===== config.mk =====
export PLATFORM = sky130hd
export DESIGN_NAME = kmer_shingle_crc32_hasher_flat
export DESIGN_NICKNAME = d
export VERILOG_FILES = /design/src/hw/rtl/kmsh_pkg.sv /design/src/hw/rtl/kmsh_req_if.sv /design/src/hw/rtl/kmsh_rsp_if.sv /design/src/hw/rtl/kmer_shingle_crc32_hasher.sv /design/src/hw/rtl/kmsh_crc_window.sv /design/src/flat_wrapper.sv
export SDC_FILE = /design/constraint.sdc
export NUM_CORES = 1
export LEC_CHECK = 0
export BUFFER_PORTS_ARGS = -buffer_cell sky130_fd_sc_hd__buf_2
export CAP_MARGIN = 20
export CORE_MARGIN = 10
export CORE_UTILIZATION = 45
export DETAILED_ROUTE_END_ITERATION = 8
export SYNTH_ARGS = -nofsm -noshare
export SYNTH_HDL_FRONTEND = slang
export SYNTH_SLANG_ARGS = --single-unit

===== constraint.sdc =====
create_clock -name clock -period 9.3 [get_ports clock]
set_clock_uncertainty 0.2 [all_clocks]
set_input_delay 0.465 -clock clock [delete_from_list [all_inputs] [get_ports clock]]
set_output_delay 0.465 -clock clock [all_outputs]
set_load 0.02 [all_outputs]

===== src/hw/rtl/kmsh_pkg.sv =====
package kmsh_pkg;

   localparam int SHINGLE_LEN = 8;
   localparam int BYTE_W      = 8;
   localparam int HASH_W      = 32;
   localparam int WINDOW_W    = SHINGLE_LEN * BYTE_W;
   localparam int FILL_W      = $clog2(SHINGLE_LEN + 1);

   localparam logic [HASH_W-1:0] CRC_POLY_REFL = 32'hEDB8_8320;
   localparam logic [HASH_W-1:0] CRC_ALL_ONES  = 32'hFFFF_FFFF;

   typedef logic [SHINGLE_LEN-1:0][BYTE_W-1:0] window_type;
   typedef logic [WINDOW_W-1:0][HASH_W-1:0]    crc_columns_type;
   typedef logic [FILL_W-1:0]                  fill_type;

   // One reflected CRC byte update, eight shift steps.
   function automatic logic [HASH_W-1:0] crc_byte_step(
      input logic [HASH_W-1:0] crc_in,
      input logic [BYTE_W-1:0] data_in
   );
      logic [HASH_W-1:0] crc;
      crc = crc_in ^ {{(HASH_W-BYTE_W){1'b0}}, data_in};
      for (int b = 0; b < BYTE_W; b++) begin
         if (crc[0]) begin
            crc = (crc >> 1) ^ CRC_POLY_REFL;
         end else begin
            crc = crc >> 1;
         end
      end
      return crc;
   endfunction

   // The CRC is linear in the data bits. Each column is the contribution of one
   // window bit with a zero initial value; index is byte * 8 + bit, byte 0 oldest.
   function automatic crc_columns_type build_crc_columns();
      crc_columns_type   cols;
      logic [HASH_W-1:0] crc;
      logic [BYTE_W-1:0] data;
      for (int p = 0; p < SHINGLE_LEN; p++) begin
         for (int j = 0; j < BYTE_W; j++) begin
            crc = '0;
            for (int i = 0; i < SHINGLE_LEN; i++) begin
               data = (i == p) ? BYTE_W'(1) << j : '0;
               crc  = crc_byte_step(crc, data);
            end
            cols[p*BYTE_W + j] = crc;
         end
      end
      return cols;
   endfunction

   // Hash of an all-zero window, including the initial value and final inversion.
   function automatic logic [HASH_W-1:0] build_crc_base();
      logic [HASH_W-1:0] crc;
      crc = CRC_ALL_ONES;
      for (int i = 0; i < SHINGLE_LEN; i++) begin
         crc = crc_byte_step(crc, '0);
      end
      return crc ^ CRC_ALL_ONES;
   endfunction

endpackage


===== src/hw/rtl/kmsh_req_if.sv =====
interface kmsh_req_if;
   logic       valid;
   logic       ready;
   logic [7:0] seq_byte;
   logic       seq_start;

   modport source (output valid, output seq_byte, output seq_start, input ready);
   modport sink   (input valid, input seq_byte, input seq_start, output ready);
endinterface


===== src/hw/rtl/kmsh_rsp_if.sv =====
interface kmsh_rsp_if;
   logic        valid;
   logic        ready;
   logic [31:0] shingle_hash;

   modport source (output valid, output shingle_hash, input ready);
   modport sink   (input valid, input shingle_hash, output ready);
endinterface


===== src/hw/rtl/kmer_shingle_crc32_hasher.sv =====
// A request that completes a full window is captured in the window register, and its hash is
// then registered into the response stage, which drives the response port.
// Throughput: one request per cycle unless the response side stalls; the window register
// feeds a flat XOR network of precomputed CRC columns, registered into the response stage.
// A request that does not fill the window yields no response.
// Reset (synchronous, active high) clears the fill count and the pipeline valid bits.
module kmer_shingle_crc32_hasher (
   input  logic         clock,
   input  logic         reset,
   kmsh_req_if.sink     req_chan,
   kmsh_rsp_if.source   rsp_chan
);
   import kmsh_pkg::*;

   window_type        window_ff, window_in;
   fill_type          fill_ff, fill_in;
   logic              calc_valid_ff, calc_valid_in;
   logic              rsp_valid_ff, rsp_valid_in;
   logic [HASH_W-1:0] rsp_hash_ff, rsp_hash_in;
   logic [HASH_W-1:0] calc_hash;
   logic              req_fire;
   logic              calc_advance;

   kmsh_crc_window u_crc (
      .window (window_ff),
      .hash   (calc_hash)
   );

   assign calc_advance   = !rsp_valid_ff || rsp_chan.ready;
   assign req_chan.ready = !calc_valid_ff || calc_advance;
   assign req_fire       = req_chan.valid && req_chan.ready;

   // Bytes left over from an earlier sequence are always shifted out before the
   // window is full again, so a new sequence only needs to restart the count.
   always_comb begin
      window_in     = window_ff;
      fill_in       = fill_ff;
      calc_valid_in = calc_valid_ff && !calc_advance;
      if (req_fire) begin
         for (int i = 0; i < SHINGLE_LEN - 1; i++) begin
            window_in[i] = window_ff[i+1];
         end
         window_in[SHINGLE_LEN-1] = req_chan.seq_byte;
         if (req_chan.seq_start) begin
            fill_in = fill_type'(1);
         end else if (fill_ff < fill_type'(SHINGLE_LEN)) begin
            fill_in = fill_ff + fill_type'(1);
         end
         calc_valid_in = (fill_in == fill_type'(SHINGLE_LEN));
      end
   end

   always_comb begin
      rsp_valid_in = rsp_valid_ff;
      rsp_hash_in  = rsp_hash_ff;
      if (calc_advance) begin
         rsp_valid_in = calc_valid_ff;
         if (calc_valid_ff) begin
            rsp_hash_in = calc_hash;
         end
      end
   end

   always_ff @(posedge clock) begin
      if (reset) begin
         fill_ff       <= '0;
         calc_valid_ff <= 1'b0;
         rsp_valid_ff  <= 1'b0;
      end else begin
         fill_ff       <= fill_in;
         calc_valid_ff <= calc_valid_in;
         rsp_valid_ff  <= rsp_valid_in;
      end
   end

   always_ff @(posedge clock) begin
      window_ff   <= window_in;
      rsp_hash_ff <= rsp_hash_in;
   end

   assign rsp_chan.valid        = rsp_valid_ff;
   assign rsp_chan.shingle_hash = rsp_hash_ff;

endmodule


===== src/hw/rtl/kmsh_crc_window.sv =====
module kmsh_crc_window (
   input  kmsh_pkg::window_type        window,
   output logic [kmsh_pkg::HASH_W-1:0] hash
);
   import kmsh_pkg::*;

   localparam crc_columns_type   CRC_COLUMNS = build_crc_columns();
   localparam logic [HASH_W-1:0] CRC_BASE    = build_crc_base();

   logic [WINDOW_W-1:0] window_bits;

   assign window_bits = window;

   // Every set window bit folds its precomputed column into the hash.
   always_comb begin
      hash = CRC_BASE;
      for (int k = 0; k < WINDOW_W; k++) begin
         if (window_bits[k]) begin
            hash = hash ^ CRC_COLUMNS[k];
         end
      end
   end

endmodule


===== src/flat_wrapper.sv =====
// flat-port wrapper written by rule: the top's interface ports become plain ports
module kmer_shingle_crc32_hasher_flat import kmsh_pkg::*;
  (clock, reset, req_chan_valid, req_chan_seq_byte, req_chan_seq_start, req_chan_ready, rsp_chan_valid, rsp_chan_shingle_hash, rsp_chan_ready);
  kmsh_req_if req_chan_i ();
  kmsh_rsp_if rsp_chan_i ();
  input  logic clock;
  input  logic reset;
  input wire logic [$bits(req_chan_i.valid)-1:0] req_chan_valid;
  input wire logic [$bits(req_chan_i.seq_byte)-1:0] req_chan_seq_byte;
  input wire logic [$bits(req_chan_i.seq_start)-1:0] req_chan_seq_start;
  output wire logic [$bits(req_chan_i.ready)-1:0] req_chan_ready;
  output wire logic [$bits(rsp_chan_i.valid)-1:0] rsp_chan_valid;
  output wire logic [$bits(rsp_chan_i.shingle_hash)-1:0] rsp_chan_shingle_hash;
  input wire logic [$bits(rsp_chan_i.ready)-1:0] rsp_chan_ready;
  assign req_chan_i.valid = req_chan_valid;
  assign req_chan_i.seq_byte = req_chan_seq_byte;
  assign req_chan_i.seq_start = req_chan_seq_start;
  assign req_chan_ready = req_chan_i.ready;
  assign rsp_chan_valid = rsp_chan_i.valid;
  assign rsp_chan_shingle_hash = rsp_chan_i.shingle_hash;
  assign rsp_chan_i.ready = rsp_chan_ready;
  kmer_shingle_crc32_hasher u_core (.clock(clock), .reset(reset), .req_chan(req_chan_i), .rsp_chan(rsp_chan_i));
endmodule

==> qor.csv <==
stage,metric,value,unit
clocking,Num Clock Sinks,102,
critical_path,worst path required time,9190,ps
routing,routed wire length per instance,26.9,um
global_route,largest net degree at the start of global routing,67,
finish,"most common cell after layout, fill and taps aside",xnor2_1,
clocking,Post-CTS Repair Setup Buffers,0,
global_route,grt ovf,0,
sta,achievable frequency,321,MHz
sta,setup TNS,0,ps
clocking,cts hold-fix bufs,0,
status,status,"complete, no violations",
sta,Slew headroom,0.389,
critical_path,Worst R2R Start,u_core.window_ff[48]$_DFFE_PP_,
min_path,hold depth,1,
critical_path,Worst Setup EP,u_core.rsp_chan.shingle_hash[12]$_DFFE_PP_,
clocking,Worst-Skew Late Latency,370,ps
critical_path,r2r setup slk,6180,ps
logic_synthesis,synth warn,0,
routing,DRT antenna net count,0,
sta,Tmin final,3120,ps
logic_synthesis,"Seq/Total Area, Yosys",0.387,
critical_path,CP Cell Sequence,xnor2_1 -> xnor2_1 -> xnor3_2 -> xnor3_1 -> xnor2_1,
clocking,Root Driver,clkbuf_16,
critical_path,CP bufs+invs,0,
critical_path,CP startpoint,u_core.window_ff[48]$_DFFE_PP_,
critical_path,"slowest stage delay, CP",700,ps
logic_synthesis,Seq cells post-synth,102,
logic_synthesis,Netlist cell types,30,
logic_synthesis,area share of the largest cell type after synthesis,0.372,
critical_path,Top delay family on crit path,XOR/XNOR gates,
sta,fin crit share,0.335,
global_route,vias in the first global route,4402,
finish,Final Net Count,614,
logic_synthesis,"EDFF count, synth",96,
routing,Vias per Instance,5.10,
critical_path,CP Data Arrival Time,3010,ps
floorplanning,Core ar.,0.0168,mm^2
place,port bufs,46,
global_route,initial antenna violation count,0,
clocking,CTS tree,built,
sta,"Hold Vio Cnt, Final",0,
logic_synthesis,Syn Inst Count,581,
routing,WL final,22.2,mm
logic_synthesis,Yosys top cell by area,edfxtp_1,
min_path,worst hold-check path type,primary input to register,
pwr,PwrDens,255,mW/mm^2
critical_path,CP Launch Type,register,
critical_path,R2R depth,5,
floorplanning,Chip Height,151,um
pwr,P_leak,3.16,nW
critical_path,reg2reg end,u_core.rsp_chan.shingle_hash[12]$_DFFE_PP_,
finish,final core utilization,0.504,
critical_path,Setup CP Type,register to register,
routing,DRT Pass-1 Iters,5,
sta,final max-slew violation count,0,
critical_path,Worst Setup End Kind,register,
floorplanning,I/O Pins,47,
global_route,Tot GR Track Use,0.201,
floorplanning,DIE AREA,0.0229,mm^2
routing,overall via count from detail_route,4207,
logic_synthesis,"Top FF cell, synth",edfxtp_1,
sta,Final setup viols,0,
clocking,post-cts sizing count,0,
place,dpl hpwl,17.4,mm
logic_synthesis,Synth area leaders,"edfxtp_1 37%, xnor2_1 32%, xnor3_1 13%",
clocking,clk slew on worst S/H paths,80,ps
critical_path,crit path max fanout,5,
floorplanning,Starting Density,0.463,
floorplanning,Die Span X,151,um
logic_synthesis,Mapped Avg Cell Area,13.3,um^2
clocking,CTS max path bufs,2,
floorplanning,FP Rows,47,
logic_synthesis,syn nets,595,
clocking,CTS HTree Levels,3,
routing,initial DRC count,405,
finish,share of cells above drive strength 1,0.126,
logic_synthesis,ys async rst share,0,
finish,area delta synth->final,8.88,%
critical_path,slowest CP cell,xnor2_1,
finish,"commonest non-fill, non-tap cells in the layout","281 x xnor2_1, 96 x edfxtp_1, 64 x xor2_1, 46 x xnor3_1, 46 x buf_2",
run,max_cap viols,0,
pwr,Max VDD drop,0.000106,V
clocking,cts bufs inserted,9,
critical_path,"Top cell by count, worst path",xnor2_1,
critical_path,critical path depth,5,
routing,DRC Markers,0,
global_route,first-pass GRT wire length,32.0,mm
sta,unrepaired setup endpoints after global routing,false,
place,RePlAce Congestion,0.944,
finish,ANT cells,0,
logic_synthesis,area of the mapped netlist,0.00775,mm^2
sta,slew of the pin with the lowest slew margin,910,ps
[state kept, by name, indices dropped and copies added, names as in the netlist]
signal and count:
u_core.fill_ff 4, u_core.window_ff 64, u_core.rsp_chan.shingle_hash 32, u_core.rsp_chan.valid 1, u_core.calc_valid_ff 1
[Yosys cell counts, types with 2 or more instances]
cell	number
inv_1	2
xnor2_1	281
xor2_2	2
a22oi_1	2
nand2_1	4
edfxtp_1	96
xnor3_2	2
xor2_1	64
xor3_1	8
buf_2	16
dfxtp_1	6
a21oi_1	5
nor2_1	6
xnor3_1	46
clkbuf_1	22
buf_4	2
xnor2_2	3
buf_6	2
[cells by family after synthesis]
kind of cell	Yosys count	share of synthesized area
simple gates	17	0.0111
flops	102	0.387
compound gates	11	0.00855
xor+xnor	406	0.565
buf+inv	44	0.0268
fa+ha+maj	1	0.00161
[cell type report]
| cell class | count | area [um^2] |
|---|---|---|
| fillers | 1454 | 8320 |
| multi-input cells | 435 | 4550 |
| flip-flops and latches | 102 | 3000 |
| clock buffers | 11 | 275 |
| well taps | 220 | 275 |
| repair buffers | 50 | 273 |
| clock inverters | 5 | 53.8 |
| inverters | 2 | 7.51 |
[routing by layer]
metal,vias to the layer above,GRT usage,part of all wire
li1,1926,-,-
met1,2099,0.268,0.45
met2,155,0.320,0.47
met3,27,0.0364,0.063
met4,0,0.0703,0.024
met5,-,0,0
[worst min-delay path by stage]
stage / start / to
5_1_grt: req_chan_seq_byte[0] / u_core.window_ff[56]$_DFFE_PP_
4_1_cts: req_chan_seq_byte[2] / u_core.window_ff[58]$_DFFE_PP_
2_1_floorplan: u_core.window_ff[19]$_DFFE_PP_ / u_core.window_ff[11]$_DFFE_PP_
6_report: req_chan_seq_byte[2] / u_core.window_ff[58]$_DFFE_PP_
3_3_place_gp: u_core.calc_valid_ff$_SDFF_PP0_ / u_core.rsp_chan.valid$_SDFFE_PP0P_
3_5_place_dp: u_core.calc_valid_ff$_SDFF_PP0_ / u_core.rsp_chan.valid$_SDFFE_PP0P_
[per-stage QoR]
| step | setup WS, ps | std cells | hold WS (ps) | cell area [um^2] | total power, mW |
|---|---|---|---|---|---|
| floorplan | 5760 | 581 | 221 | 7750 | 1.52 |
| global placement | 6240 | 808 | 269 | 8090 | 1.74 |
| detailed placement | 6290 | 809 | 298 | 8110 | 1.74 |
| CTS | 6270 | 825 | 61.6 | 8440 | 2.16 |
| global route | 6180 | 825 | 63.5 | 8440 | 2.26 |
| finish | 6180 | 825 | 66.0 | 8440 | 2.15 |
[where the power goes]
| part | internal (mW) | switching [mW] |
|---|---|---|
| sequential | 0.598 | 0.0569 |
| combinational | 0.588 | 0.495 |
| clock | 0.221 | 0.195 |
No activity file was read; power rests on OpenSTA's default activity.
